File: src/rtl/hrhs_pkg.sv
// Shared types, byte codes and helpers for the HTTP request header scanner.
`timescale 1ns / 1ps

package hrhs_pkg;

    localparam int BYTE_W  = 8;
    localparam int STATE_W = 4;

    typedef enum logic [STATE_W-1:0] {
        ST_START   = 4'd0,
        ST_METHOD  = 4'd1,
        ST_SPACE1  = 4'd2,
        ST_URI     = 4'd3,
        ST_SPACE2  = 4'd4,
        ST_VERSION = 4'd5,
        ST_EOL     = 4'd6,
        ST_NAME    = 4'd7,
        ST_COLON   = 4'd8,
        ST_VALUE   = 4'd9,
        ST_END     = 4'd10
    } parse_state_t;

    localparam logic [BYTE_W-1:0] CH_TAB   = 8'h09;
    localparam logic [BYTE_W-1:0] CH_LF    = 8'h0A;
    localparam logic [BYTE_W-1:0] CH_CR    = 8'h0D;
    localparam logic [BYTE_W-1:0] CH_SP    = 8'h20;
    localparam logic [BYTE_W-1:0] CH_COLON = 8'h3A;

    function automatic logic is_ws(input logic [BYTE_W-1:0] b);
        return (b == CH_SP) || (b == CH_CR) || (b == CH_LF) || (b == CH_TAB);
    endfunction

endpackage

File: src/rtl/hrhs_byte_reg.sv
// Input register stage: holds one byte item until the parser takes it.
`timescale 1ns / 1ps

module hrhs_byte_reg
    import hrhs_pkg::*;
(
    input  logic              aclk,
    input  logic              aresetn,
    input  logic              s_valid,
    output logic              s_ready,
    input  logic [BYTE_W-1:0] s_data_byte,
    output logic              byte_valid,
    input  logic              byte_ready,
    output logic [BYTE_W-1:0] byte_data
);

    logic              valid_reg;
    logic              valid_next;
    logic [BYTE_W-1:0] data_reg;
    logic              take;

    // refill in the same cycle the held item drains
    assign take    = valid_reg && byte_ready;
    assign s_ready = !valid_reg || take;

    always_comb begin
        valid_next = valid_reg;
        if (s_valid && s_ready) begin
            valid_next = 1'b1;
        end else if (take) begin
            valid_next = 1'b0;
        end
    end

    always_ff @(posedge aclk) begin
        if (!aresetn) begin
            valid_reg <= 1'b0;
        end else begin
            valid_reg <= valid_next;
        end
    end

    always_ff @(posedge aclk) begin
        if (s_valid && s_ready) begin
            data_reg <= s_data_byte;
        end
    end

    assign byte_valid = valid_reg;
    assign byte_data  = data_reg;

endmodule

File: src/rtl/hrhs_fsm.sv
// Parse state machine with the result register.
`timescale 1ns / 1ps

module hrhs_fsm
    import hrhs_pkg::*;
(
    input  logic               aclk,
    input  logic               aresetn,
    input  logic               byte_valid,
    output logic               byte_ready,
    input  logic [BYTE_W-1:0]  byte_data,
    output logic               m_valid,
    input  logic               m_ready,
    output logic [STATE_W-1:0] m_parse_state
);

    parse_state_t       state_reg;
    parse_state_t       state_next;
    logic               out_valid_reg;
    logic               out_valid_next;
    logic [STATE_W-1:0] out_state_reg;
    logic               accept;
    logic               lf;
    logic               ws;

    assign byte_ready = !out_valid_reg || m_ready;
    assign accept     = byte_valid && byte_ready;
    assign lf         = (byte_data == CH_LF);
    assign ws         = is_ws(byte_data);

    always_comb begin
        state_next     = state_reg;
        out_valid_next = out_valid_reg;
        if (accept) begin
            out_valid_next = 1'b1;
            unique case (state_reg)
                ST_START:   state_next = ws ? ST_START : ST_METHOD;
                ST_METHOD:  state_next = lf ? ST_EOL : (ws ? ST_SPACE1 : ST_METHOD);
                ST_SPACE1:  state_next = lf ? ST_EOL : (ws ? ST_SPACE1 : ST_URI);
                ST_URI:     state_next = lf ? ST_EOL : (ws ? ST_SPACE2 : ST_URI);
                ST_SPACE2:  state_next = lf ? ST_EOL : (ws ? ST_SPACE2 : ST_VERSION);
                ST_VERSION: state_next = lf ? ST_EOL : ST_VERSION;
                ST_EOL: begin
                    priority if (byte_data == CH_CR) begin
                        state_next = ST_EOL;
                    end else if (lf) begin
                        state_next = ST_END;
                    end else if (byte_data == CH_COLON) begin
                        state_next = ST_COLON;
                    end else begin
                        state_next = ST_NAME;
                    end
                end
                ST_NAME:    state_next = lf ? ST_EOL
                                       : ((byte_data == CH_COLON) ? ST_COLON : ST_NAME);
                ST_COLON:   state_next = lf ? ST_EOL : (ws ? ST_COLON : ST_VALUE);
                ST_VALUE:   state_next = lf ? ST_EOL : ST_VALUE;
                ST_END:     state_next = ST_END;
                // stray codes fall into the absorbing end state
                default:    state_next = ST_END;
            endcase
        end else if (m_ready) begin
            out_valid_next = 1'b0;
        end
    end

    always_ff @(posedge aclk) begin
        if (!aresetn) begin
            state_reg     <= ST_START;
            out_valid_reg <= 1'b0;
        end else begin
            state_reg     <= state_next;
            out_valid_reg <= out_valid_next;
        end
    end

    always_ff @(posedge aclk) begin
        if (accept) begin
            out_state_reg <= STATE_W'(state_next);
        end
    end

    assign m_valid       = out_valid_reg;
    assign m_parse_state = out_state_reg;

    a_reset_start: assert property (@(posedge aclk)
        !aresetn |=> (state_reg == ST_START) && !out_valid_reg)
        else $error("state not cleared by reset");

    a_out_tracks_state: assert property (@(posedge aclk) disable iff (!aresetn)
        accept |=> (out_state_reg == STATE_W'(state_reg)) && out_valid_reg)
        else $error("result register does not match state");

    a_end_absorbs: assert property (@(posedge aclk) disable iff (!aresetn)
        state_reg == ST_END |=> state_reg == ST_END)
        else $error("left the end state");

    a_state_only_on_accept: assert property (@(posedge aclk) disable iff (!aresetn)
        !accept |=> $stable(state_reg))
        else $error("state moved without an item");

endmodule

File: src/rtl/http_request_header_scanner.sv
// A byte accepted is held in the input register; its parse state is then registered in the
// result register, which holds it until m_ready takes it.
// Throughput: one byte per cycle while the output is not stalled; the state register
// feeds back through one next-state decode, so each accepted byte updates the state.
// Reset (aresetn low, synchronous) returns the parser to the start state
// and empties both the input register and the result register.
`timescale 1ns / 1ps

module http_request_header_scanner
    import hrhs_pkg::*;
(
    input  logic               aclk,
    input  logic               aresetn,
    input  logic               s_valid,
    output logic               s_ready,
    input  logic [BYTE_W-1:0]  s_data_byte,
    output logic               m_valid,
    input  logic               m_ready,
    output logic [STATE_W-1:0] m_parse_state
);

    logic              byte_valid;
    logic              byte_ready;
    logic [BYTE_W-1:0] byte_data;

    hrhs_byte_reg u_byte_reg (
        .aclk        (aclk),
        .aresetn     (aresetn),
        .s_valid     (s_valid),
        .s_ready     (s_ready),
        .s_data_byte (s_data_byte),
        .byte_valid  (byte_valid),
        .byte_ready  (byte_ready),
        .byte_data   (byte_data)
    );

    hrhs_fsm u_fsm (
        .aclk          (aclk),
        .aresetn       (aresetn),
        .byte_valid    (byte_valid),
        .byte_ready    (byte_ready),
        .byte_data     (byte_data),
        .m_valid       (m_valid),
        .m_ready       (m_ready),
        .m_parse_state (m_parse_state)
    );

endmodule

File: config.mk
export PLATFORM = sky130hd
export DESIGN_NAME = http_request_header_scanner
export DESIGN_NICKNAME = d
export VERILOG_FILES = /design/src/rtl/hrhs_pkg.sv /design/src/rtl/hrhs_byte_reg.sv /design/src/rtl/hrhs_fsm.sv /design/src/rtl/http_request_header_scanner.sv
export SDC_FILE = /design/constraint.sdc
export NUM_CORES = 1
export LEC_CHECK = 0
export BUFFER_PORTS_ARGS = -buffer_cell sky130_fd_sc_hd__buf_4
export CORE_ASPECT_RATIO = 1.1
export CORE_MARGIN = 2
export CORE_UTILIZATION = 54
export CTS_CLUSTER_DIAMETER = 100
export DETAILED_ROUTE_END_ITERATION = 8
export GPL_TIMING_DRIVEN = 0
export MAX_ROUTING_LAYER = met4
export PLACE_DENSITY_LB_ADDON = 0.3
export SETUP_SLACK_MARGIN = 0.1
export SYNTH_ARGS = -nofsm -noshare
export SYNTH_HDL_FRONTEND = slang
export SYNTH_SLANG_ARGS = --single-unit
File: constraint.sdc
create_clock -name aclk -period 2 [get_ports aclk]
set_input_delay 0.3 -clock aclk [delete_from_list [all_inputs] [get_ports aclk]]
set_output_delay 0.3 -clock aclk [all_outputs]
set_load 0.02 [all_outputs]
==> run summary, run 1 <==
The count of placed standard cells in the final layout, fillers left out is 137. The logs give 0 for the remaining global-route overflow and 130 for the cell count after placement. 0 antenna diodes ended up in the layout. Ranked by total cell area, the synthesized netlist is headed by sky130_fd_sc_hd__edfxtp_1, sky130_fd_sc_hd__dfxtp_1, sky130_fd_sc_hd__nand2_1, sky130_fd_sc_hd__and2_1, sky130_fd_sc_hd__a2111oi_4. The detailed router put a total of 888 µm of wire on met1. The kind of critical path was register to register. The final critical path takes up 92.9% of the cycle. The detailed route wirelength on metal2 came out at 1.10 mm. Routability-driven placement finished with a final weighted congestion of 0.864. The tools report the count of standard-cell rows as 16.

Count of final hold-check violations: 0. Once the floorplan was initialized, standard cells occupied 57.7% of the core. The count of nets left with antenna violations after detail routing is 0, and the number of flip-flops under the largest register name is 8. The logs give 95 for the cell count after synthesis and 0.00227 mm² for the die area. Of the cells placed in the final design, the portion with a size suffix greater than 1 is 31.9%.

Sequential elements use 46.7% of the synthesized area. The number of iterations in the first detailed-routing pass is 4. At the worst endpoint, the arrival time is 1930 ps. The clock-pin transition on the worst setup and hold timing paths works out to 100 ps. The y dimension of the die came out at 49.8 µm.

The run gives 2070 ps as the data required time at the worst endpoint. Number of enable-type register cells in the synthesized netlist: 12. After the last flow step, the layout net total stands at 132. For the worst-skew pair, the clock arrives at the later sink with an insertion delay of 300 ps. After detailed routing, no signal wire sits above met4. The first global-routing pass estimated 3.59 mm of wire. Post-synthesis cell type count: 41. The path category of the worst min-delay check is primary input to register. In this run, CTS created clock tree buffers numbering 3.

In this run the worst path has a maximum fanout of 6. The via count of the first global-routing pass was 842. The flow ran to the end, and the final reports show no timing, DRC or antenna violations. In the final routed layout, each cell accounts on average for 16.2 µm.

The cell area that synthesis handed to floorplanning was 0.00103 mm². In the post-route analysis, the smallest setup slack over all paths is 141 ps. For this run, the leading register cell type out of synthesis is sky130_fd_sc_hd__edfxtp_1. The number of failing setup endpoints in the final timing report was 0. 18 I/O pins were placed. Clock tree synthesis selected as its root buffer the cell sky130_fd_sc_hd__clkbuf_4. For this run, the total global-route usage over all layers was measured as 22.7%. Derived from the worst setup path, the maximum achievable clock frequency is 538 MHz.

The biggest area contributor in the post-synthesis netlist is sky130_fd_sc_hd__edfxtp_1. In this run the horizontal extent of the chip is 45.6 µm. The final critical delay including setup and external delays was 1860 ps; the share of the synthesized area in the top cell type was 35.0%. The met3 layer wire length in the routed design is 138 µm, and the number of slew-limit violations in the final report is 0.

The deepest clock path buffer count is 2. TritonCTS built the clock tree. The logs give 0 for the reported max-cap violation count and 62.1% for the relative slew slack. The detailed router placed 887 vias in this run. Counting flops with an async set or reset pin after synthesis yields a share of 0%.

The worst setup skew after layout was 2.01 ps; the number of port buffers was 17. The Yosys step of the flow raised 0 warnings. Relative to the synthesized area, the layout overhead comes to 20.3%. After detailed routing, the number of vias per cell comes to 6.47.

Entering global routing, the biggest net connects 11 pins. Setup repair after global routing left no endpoint under its margin. For this design, the sink count on the clock tree is 18. Prior to clock tree synthesis, the placed netlist has a worst setup slack of 157 ps. For this run, design rule violations remaining after detail routing come to 0. For this design the ratio of total power to cell area is 625 mW/mm².

Once detailed placement completed, the half-perimeter wirelength came to 1.63 mm. The logs give 35 for the DRC marker count from the first detailed-route iteration and 0.515 mV for the maximum vdd drop. The number of storage elements in the synthesis netlist is 18, and the synthesized netlist net count is 107.

The tools report the critical path launch point type as a register. The number of antenna violations at the first check in global routing is 0, and the number of fill cells in the layout is 146. The tools report the count of H-tree levels built during CTS as 1. The measured slew at the worst slew-check pin is 560 ps. Average footprint of a synthesized cell: 10.8 µm². The aggregate routed wire length came out at 2.22 mm. The region available for standard cell placement spans 0.00178 mm². The total negative slack is 0 ps, and the leakage power figure is 0.000452 µW.

Type of element capturing the critical path: a register.
Yosys cell counts, types with 3 or more instances:
| library cell | count |
|---|---|
| sky130_fd_sc_hd__a21oi_1 | 3 |
| sky130_fd_sc_hd__nand3_1 | 5 |
| sky130_fd_sc_hd__nor3_1 | 3 |
| sky130_fd_sc_hd__nand2_1 | 10 |
| sky130_fd_sc_hd__edfxtp_1 | 12 |
| sky130_fd_sc_hd__nor2b_1 | 3 |
| sky130_fd_sc_hd__and2_1 | 5 |
| sky130_fd_sc_hd__dfxtp_1 | 6 |
| sky130_fd_sc_hd__nor2_1 | 5 |
| sky130_fd_sc_hd__o21ai_0 | 3 |
cell families after synthesis:
logic type      after synthesis  synth area share, %
xor+xnor                      1                0.852
flops                        18                 46.7
buf+inv                       6                 3.16
simple gates                 45                 28.0
compound gates               25                 21.3
critical path, cell delays in order, from the launching register on:
cell and delay, ps:
sky130_fd_sc_hd__edfxtp_1 500, sky130_fd_sc_hd__nor4_4 470, sky130_fd_sc_hd__o211ai_2 190, sky130_fd_sc_hd__a21oi_1 240, sky130_fd_sc_hd__o211ai_2 110, sky130_fd_sc_hd__o21a_1 120
placed cells by master (no fill, tap or decap), types with 2 or more instances in the layout:
cell type and instances:
sky130_fd_sc_hd__buf_4 21, sky130_fd_sc_hd__edfxtp_1 12, sky130_fd_sc_hd__nand2_1 10, sky130_fd_sc_hd__dfxtp_1 6, sky130_fd_sc_hd__and2_1 5, sky130_fd_sc_hd__nor2_1 5, sky130_fd_sc_hd__nand3_1 5, sky130_fd_sc_hd__clkbuf_4 4
sky130_fd_sc_hd__nor2b_1 3, sky130_fd_sc_hd__nor3_1 3, sky130_fd_sc_hd__o21ai_0 3, sky130_fd_sc_hd__a21oi_1 3, sky130_fd_sc_hd__inv_1 2, sky130_fd_sc_hd__and3b_1 2, sky130_fd_sc_hd__o211ai_1 2, sky130_fd_sc_hd__o221ai_1 2
sky130_fd_sc_hd__a211o_1 2, sky130_fd_sc_hd__nand4_1 2, sky130_fd_sc_hd__o211ai_2 2, sky130_fd_sc_hd__o21a_1 2, sky130_fd_sc_hd__o22ai_1 2
area by class of cell:
class | instances | area, µm² | area share, %
plain buffers | 4 | 25.0 | 2.02
clock buffers | 4 | 36.3 | 2.93
inverters | 2 | 7.51 | 0.607
multi-input cells | 71 | 515 | 41.7
flip-flops and latches | 18 | 480 | 38.8
well taps | 18 | 22.5 | 1.82
repair buffers | 20 | 150 | 12.1
report_power, final:
group	switching, µW	internal (µW)	leakage, µW	total (µW)
logic	55.8	53.3	0.000265	109
clock network	114	111	0.0000210	225
registers	19.5	419	0.000165	439
repair_timing:
item                                    CTS  global route
endpoints found under the setup margin    0             1
hold buffers                              0             0
buffers inserted                          0             3
gates resized for setup                   0             0
layer usage:
layer  up-vias  GRT usage, %
met5         -             -
met1       414          25.6
met2        46          36.6
met3        12          3.66
met4         0          13.2
li1        415             -
final timing paths:
| path | start | end | slack, ps | cells after the start |
|---|---|---|---|---|
| min reg2reg | u_byte_reg.byte_valid | u_byte_reg.byte_valid | 630 | 2 |
| max | u_byte_reg.byte_data[4] | u_fsm.m_parse_state[1] | 140 | 5 |
| min | s_data_byte[0] | u_byte_reg.byte_data[0] | 170 | 1 |
| max reg2reg | u_byte_reg.byte_data[4] | u_fsm.m_parse_state[1] | 140 | 5 |
through the flow:
| step | util, % | cell area, µm² | power (µW) | hold slack, ps |
|---|---|---|---|---|
| detailed placement | 66.2 | 1180 | 551 | 479 |
| global placement | 66.2 | 1180 | 546 | 478 |
| floorplan | - | 1030 | 508 | 399 |
| CTS | 68.2 | 1210 | 774 | 162 |
| global route | 69.5 | 1240 | 811 | 151 |
| finish | 69.5 | 1240 | 773 | 169 |
Note: power is estimated with default switching activity, not from simulation.
==> run 2: changes to the inputs <==
CORE_MARGIN = unset   (was 2)
GPL_ROUTABILITY_DRIVEN = 0   (was unset)
clock period = 1.9 ns   (was 2 ns; I/O delays follow)
==> run 2 against run 1 <==
  * The flow now finishes with violations (DRC)
  * Cell area grew 4.7%
  * Die area shrank 8.2%
  * Core utilization grew 3.2 points
  * Clock skew is essentially flat
  * Via count grew 0.79%
  * Setup slack lost 18 ps
  * Register-to-register slack lost 20 ps
  * Wire length grew 7.2%
  * Total power grew 7.7%
  * First-iteration DRC count shrank 8.6%
  * Count of clock-buffer cells in the layout is the same
  * Sequential power grew 4.8%
  * Critical path type unchanged
  * Largest cell class unchanged
==> run summary, run 2 (same netlist as run 1, synthesis figures left out) <==
For the arrival time of data at the critical path endpoint, the log shows 1850 ps (-80 ps). The run gives 894 (+0.79%) as the total via count in the routed design. For the placeable core area, the log shows 0.00178 mm² (unchanged). The data required time at the worst endpoint is 1970 ps (-100 ps), and the design internal power is 622 µW (+6.6%). The logs give 24.7% (+1.9 points) for the overall routing resource usage and 18 (unchanged) for the number of ports placed on the die boundary.

STA classifies the critical path startpoint as a register. The logs give 0 (unchanged) for the hold buffer count at cts and 57.7% (unchanged) for the effective utilization at floorplan. The run finished, with violations left.

The residual DRC count is 1 (+1). The count of placed standard cells in the final layout, fillers left out was 141 (+2.9%); the aggregate routed wire length was 2.37 mm (+7.2%). The horizontal extent of the die was 43.6 µm (-4.4%). The post-detailed-placement half-perimeter wirelength was 1.61 mm (-1.0%).

Path category of the worst min-delay check: primary input to register. The worst setup path is captured at a register. The fraction of the cycle the final worst path needs works out to 93.5% (+0.55 points). The kind of critical path was register to register.

For the DRC marker count from the first detailed-route iteration, the log shows 32 (-8.6%). The share of layout cells above drive strength 1 was 36.6% (+4.7 points); the measured slew at the worst slew-check pin was 386 ps (-175 ps). The detail-routed via count per cell came out at 6.34 (-2.1%). The cell count after placement was 130 (unchanged). The buffer and inverter count on the worst path was 2 (+2). The final net count came out at 136 (+3.0%).

The run gives 0 (unchanged) as the number of diodes. For the area of all sequential standard cells, the log shows 480 µm² (unchanged). The die area was 0.00208 mm² (-8.2%); the clock network latency to the later pin of the worst-skew pair was 300 ps (about the same). The relative slew slack was 74.3% (+12 points); the post-synthesis to final-layout area growth was 25.9%. The final critical delay including setup and external delays is 1780 ps (-82.4 ps), and the pin count of the biggest net entering global routing is 11 (unchanged). The run gives 135 µm (-2.2%) as the met3 layer wire length in the routed design. Walking the worst path, the cells encountered are clkbuf_2 -> inv_1 -> and3_1 -> a2111oi_4 -> o211ai_2 -> o21a_1.

For the deepest clock path buffer count, the log shows 2 (unchanged). For the total CTS buffers, the log shows 3 (unchanged). The reported max-cap violation count is 0 (unchanged), and the multi-input gate area in the final layout is 543 µm² (+5.3%). The tools report the cell chosen for the clock root as sky130_fd_sc_hd__clkbuf_4. The run gives 147 (+0.68%) as the number of fill cells in the layout. The run gives 0 ps (unchanged) as the total negative slack. Setup repair after global routing could not meet its margin everywhere.

The tools report the leakage power figure as 0.000478 µW (+5.9%). For the count of clock tree sinks, the log shows 18 (unchanged). Via count of the first global-routing pass: 794 (-5.7%). The checks that failed: DRC. Proportion of total power due to net switching: 25.2% (+0.73 points). The slowest stage of the critical path is the sky130_fd_sc_hd__a2111oi_4 cell. In the layout the commonest cells are sky130_fd_sc_hd__buf_4, sky130_fd_sc_hd__edfxtp_1, sky130_fd_sc_hd__nand2_1, sky130_fd_sc_hd__dfxtp_1. The net switching component of the power is 210 µW (+11%), and the detailed route wirelength on metal2 is 1.22 mm (+11%).

The register share of total power is 55.3% (-1.5 points). The maximum vdd drop is 0.497 mV (-3.6%), and the logic gate share of total power is 15.8% (+1.7 points). The most common library cell in the layout ignoring fill and taps was sky130_fd_sc_hd__buf_4. For the met1 routed wirelength after detailed routing, the log shows 983 µm (+11%). The number of iterations in the first detailed-routing pass was 6 (+2); the count of final hold-check violations was 0 (unchanged). The number of failing setup endpoints in the final timing report came out at 0 (unchanged). The remaining global-route overflow is 0 (unchanged), and the y dimension of the die is 47.8 µm (-4.0%). The number of flip-flops under the largest register name is 8 (unchanged), and the count of standard-cell rows is 16 (unchanged). The number of slew-limit violations in the final report was 0 (unchanged); the count of H-tree levels built during CTS was 1 (unchanged).

The total power density per cell area works out to 643 mW/mm² (+2.9%). The highest net fanout along the worst path was 7 (+1); the top achievable clock speed was 563 MHz (+4.6%). The first-pass GRT wire length was 3.57 mm (-0.59%); the count of nets left with antenna violations after detail routing was 0 (unchanged).

The worst setup skew after layout is 2.34 ps (+0.328 ps). The number of port buffers was 17 (unchanged); the number of antenna violations at the first check in global routing was 0 (unchanged). Clock-pin transition on the worst setup and hold timing paths: 100 ps (about the same). The uppermost layer routed is met4. TritonCTS built the clock tree. Critical path's largest stage delay: 400 ps (-100 ps).

Detailed-route wire length per cell: 16.8 µm (+4.1%). For the fraction of power consumed by the clock network, the log shows 28.9% (-0.2 points). In this design, the largest share of critical-path delay is due to compound AO/OA/AOI/OAI gates.
run 2: changes by cell type in the layout (fill, tap and decap cells not counted):
cell	delta
sky130_fd_sc_hd__o21ai_1	+1
sky130_fd_sc_hd__nor2_1	-1
sky130_fd_sc_hd__buf_4	+4
sky130_fd_sc_hd__a21oi_1	-1
sky130_fd_sc_hd__nor4bb_4	+1
sky130_fd_sc_hd__nor3b_4	+1
sky130_fd_sc_hd__nor4b_1	-1
sky130_fd_sc_hd__nor2_2	+1
sky130_fd_sc_hd__nor3b_2	-1
sky130_fd_sc_hd__nor4bb_2	-1
sky130_fd_sc_hd__o21ai_0	-1
sky130_fd_sc_hd__nor4b_2	+1
sky130_fd_sc_hd__a21oi_2	+1
run 2: area by class of cell:
type | count | area share (%)
multi-input cells | 71 | 41.9
flip-flops and latches | 18 | 37.1
repair buffers | 24 | 13.9
clock buffers | 4 | 2.80
plain buffers | 4 | 1.93
well taps | 18 | 1.74
inverters | 2 | 0.580
run 2: repair_timing:
action / in CTS / in global routing
setup endpoints to repair: 1 / 2
buffers inserted: 3 / 4
gates resized for setup: 0 / 6
pin swaps: 1 / 4
run 2: layer usage:
| layer | global-route usage (%) | vias up |
|---|---|---|
| li1 | - | 423 |
| met3 | 3.40 | 4 |
| met4 | 8.75 | 0 |
| met1 | 30.3 | 427 |
| met2 | 42.1 | 40 |
| met5 | - | - |
run 2: path summary, 6_finish.rpt:
kind                    startpoint                 endpoint  slack [ps]  depth (start not counted)
min reg2reg  u_byte_reg.byte_valid            u_fsm.m_valid         630                          1
max             u_fsm.state_reg[3]   u_fsm.m_parse_state[1]         120                          6
max reg2reg     u_fsm.state_reg[3]   u_fsm.m_parse_state[1]         120                          6
min                 s_data_byte[4]  u_byte_reg.byte_data[4]         150                          1
run 2: stage by stage:
stage	worst slack, ps	hold slack, ps	area [µm²]	power (µW)	utilization (%)
after floorplan	180	384	1030	535	-
after global placement	86.1	463	1180	575	66.2
after detailed placement	68.9	464	1180	581	66.2
after CTS	128	143	1240	824	69.5
after global routing	40.9	135	1290	869	72.7
final	123	150	1290	832	72.7
run 2: power by group through the flow:
| stage | Combinational [µW] | Clock [µW] | Sequential (µW) |
|---|---|---|---|
| finish | 132 | 241 | 460 |
| global route | 140 | 266 | 463 |
| CTS | 115 | 248 | 461 |
| detailed placement | 109 | 0 | 472 |
| global placement | 105 | 0 | 470 |
| floorplan | 61.4 | 0 | 474 |
==> run 3: changes to the inputs <==
CORE_MARGIN = 4   (was unset)
SLEW_MARGIN = 20   (was unset)
==> run 3 against run 2 <==
  * Sequential power hardly changed
  * Global-route usage is 5.7 points lower
  * The flow now finishes without violations
  * Die area is 28% higher
  * Combinational power is 8% lower
  * Via count is 1.9% lower
  * Critical endpoint unchanged
  * Largest power group unchanged
  * Wire length is 4.3% lower
  * Worst hold slack better by 8.7 ps
  * Count of clock-buffer cells in the layout stayed put
  * Core utilization is 3.0 points lower
  * Clock skew is 9.6 ps higher
==> run summary, run 3 (same netlist as run 1, synthesis figures left out) <==
Residual DRC count: 0 (-1). Fraction of the cycle the final worst path needs: 95.6% (+2.1 points). The run gives 18 (unchanged) as the number of ports placed on the die boundary. The startpoint identified for the worst register-to-register timing path is u_byte_reg.byte_data[2].

The count of nets left with antenna violations after detail routing is 0 (unchanged). The most critical setup path has its startpoint at u_byte_reg.byte_data[2]. The post-synthesis to final-layout area growth came out at 22.0%. The tools report the worst min-delay path endpoint as u_byte_reg.byte_data[5].

The flow ran to the end, and the final reports show no timing, DRC or antenna violations. Final net count: 134 (-1.5%). The depth of the most critical reg-to-reg path works out to 5 (-1).

The hold buffer count at cts is 0 (unchanged). The design internal power was 582 µW (-6.5%). The leakage power figure is 0.000458 µW (-4.2%). The worst setup path is launched from a register. The measured slew at the worst slew-check pin is 504 ps (+119 ps), and the clock-pin transition on the worst setup and hold timing paths is 100 ps (about the same). The number of diodes is 0 (unchanged), and the number of slew-limit violations in the final report is 0 (unchanged). The detail-routed via count per cell works out to 6.31 (-0.49%).

The number of iterations in the first detailed-routing pass was 4 (-2). The y dimension of the die was 53.8 µm (+13%). The share of the core filled with cells in the final layout is 69.7% (-3.0 points). The number of antenna violations at the first check in global routing was 0 (unchanged); the worst hold margin was 159 ps (+8.70 ps). The tools report the aggregate routed wire length as 2.27 mm (-4.3%). For the setup slack after layout, the log shows 84.5 ps (-39.0 ps). The tools report the first-pass GRT wire length as 3.66 mm (+2.5%). The total power consumption of the routed design came out at 776 µW (-6.8%). Cell count of the worst hold path: 1 (unchanged). The worst setup skew after layout is 11.9 ps (+9.57 ps), and the total power density per cell area is 618 mW/mm² (-3.8%). The run gives 1.65 mm (+2.3%) as the post-detailed-placement half-perimeter wirelength. Most common library cell in the layout ignoring fill and taps: sky130_fd_sc_hd__buf_4. The min-delay analysis places its worst path in the category primary input to register. The run gives 843 (+6.2%) as the via count of the first global-routing pass.

The top achievable clock speed is 551 MHz (-2.1%), and the die area is 0.00267 mm² (+28%). The tools report the minimum setup slack after placement as 2.58 ps (-66.4 ps). In the layout the commonest cells are sky130_fd_sc_hd__buf_4, sky130_fd_sc_hd__edfxtp_1, sky130_fd_sc_hd__nand2_1, sky130_fd_sc_hd__dfxtp_1. The startpoint identified for the worst hold timing path is s_data_byte[5].

The logs give 80 ps (-40 ps) for the reg2reg setup slack and 18 (unchanged) for the count of clock tree sinks. Setup repair after global routing could not meet its margin everywhere. The final critical delay including setup and external delays was 1820 ps (+39.0 ps). The run gives 0 (unchanged) as the number of failing setup endpoints in the final timing report.

The tools report the remaining global-route overflow as 0 (unchanged). The number of flip-flops under the largest register name came out at 8 (unchanged). The proportion of total power due to net switching was 25.0% (-0.24 points). The clock network latency to the later pin of the worst-skew pair came out at 290 ps (about the same). The run gives 0.00180 mm² (+1.1%) as the placeable core area. The logs give 877 (-1.9%) for the total via count in the routed design and 0 (unchanged) for the count of final hold-check violations. The effective utilization at floorplan was 57.1% (-0.64 points). The DRC marker count from the first detailed-route iteration was 75 (+130%).

The worst setup path is of the register to register kind. Type of element capturing the critical path: a register. The register share of total power was 59.3% (+4.0 points). The tools report the maximum vdd drop as 0.405 mV (-18%). The count of H-tree levels built during CTS was 1 (unchanged); the number of port buffers was 17 (unchanged).

The highest net fanout along the worst path is 6 (-1), and the horizontal extent of the die is 49.6 µm (+14%). The run gives 11 (unchanged) as the pin count of the biggest net entering global routing. TritonCTS built the clock tree. The deepest clock path buffer count was 2 (unchanged). The logs give 19.0% (-5.7 points) for the overall routing resource usage and 1950 ps (-20 ps) for the data required time at the worst endpoint. The logic gate share of total power was 15.6% (-0.2 points).

Endpoint of the worst-slack reg-to-reg timing path: u_fsm.m_parse_state[1]. The fraction of power consumed by the clock network came out at 25.1% (-3.8 points). The count of standard-cell rows was 16 (unchanged). The logs give 1860 ps (about the same) for the arrival time of data at the critical path endpoint and 0 ps (unchanged) for the total negative slack. The relative slew slack was 65.9% (-8.4 points).

Reported max-cap violation count: 0 (unchanged). The tools report the cell chosen for the clock root as sky130_fd_sc_hd__clkbuf_4. The detailed-route wire length per cell works out to 16.4 µm (-2.9%). The share of layout cells above drive strength 1 was 33.1% (-3.5 points); the total CTS buffers was 3 (unchanged).

The tools report the net switching component of the power as 194 µW (-7.6%).
## run 3: cell types whose count changed in the layout (fill, tap and decap cells not counted)
cell / delta
sky130_fd_sc_hd__nor2_1: +1
sky130_fd_sc_hd__o21ai_1: -1
sky130_fd_sc_hd__nor3b_4: -1
sky130_fd_sc_hd__nor2_2: -1
sky130_fd_sc_hd__nor4b_1: +1
sky130_fd_sc_hd__buf_4: -2
sky130_fd_sc_hd__nor4b_2: -1
sky130_fd_sc_hd__clkbuf_8: -1
sky130_fd_sc_hd__o21ai_0: +1
sky130_fd_sc_hd__nor3b_2: +1
sky130_fd_sc_hd__clkbuf_1: +1
## run 3: repair_timing
action | in CTS | in global routing
pin swaps | 3 | 1
gates resized for setup | 1 | 1
setup endpoints to repair | 2 | 6
setup buffers | 4 | 1
## run 3: area by class of cell
cell class | instances | area [µm²]
sequential | 18 | 480
inverter | 2 | 7.51
clock buffer | 4 | 26.3
tap | 18 | 22.5
multi-input combinational | 71 | 528
timing repair buffer | 22 | 165
buffer | 4 | 25.0
fill | 137 | 547
## run 3: power groups by stage
| stage | Sequential [µW] | Clock (µW) | Combinational [µW] |
|---|---|---|---|
| after floorplan | 474 | 0 | 61.4 |
| after global placement | 470 | 0 | 105 |
| after detailed placement | 471 | 0 | 108 |
| after CTS | 460 | 200 | 118 |
| after global routing | 463 | 220 | 130 |
| final | 460 | 195 | 121 |
## run 3: through the flow
stage          std cells  cell area, µm²
6_report             139            1250
5_1_grt              139            1250
4_1_cts              138            1240
3_5_place_dp         130            1180
3_3_place_gp         130            1180
2_1_floorplan         95            1030
## run 3: worst max-delay path, cell delays in order (launching register included)
cell,delay [ps]
sky130_fd_sc_hd__edfxtp_1,390
sky130_fd_sc_hd__and4bb_4,390
sky130_fd_sc_hd__nand3_2,120
sky130_fd_sc_hd__a2111oi_4,360
sky130_fd_sc_hd__o211ai_2,170
sky130_fd_sc_hd__o21a_1,130
## run 3: per-layer routing
layer,GRT usage [%],vias up,part of all wire (%)
met5,-,-,0
met4,8.29,0,3.7
met3,3.32,10,6.3
met2,35.0,45,49
met1,20.1,405,41
li1,-,417,-
## run 3: worst max-delay path by stage
stage	end	slack, ps	cells past startpoint
5_1_grt	u_fsm.m_parse_state[1]	10	5
3_5_place_dp	u_fsm.m_parse_state[1]	3	5
3_3_place_gp	u_fsm.m_parse_state[1]	80	5
4_1_cts	u_fsm.m_parse_state[1]	100	5
2_1_floorplan	u_fsm.m_parse_state[1]	180	5
6_report	u_fsm.m_parse_state[1]	80	5
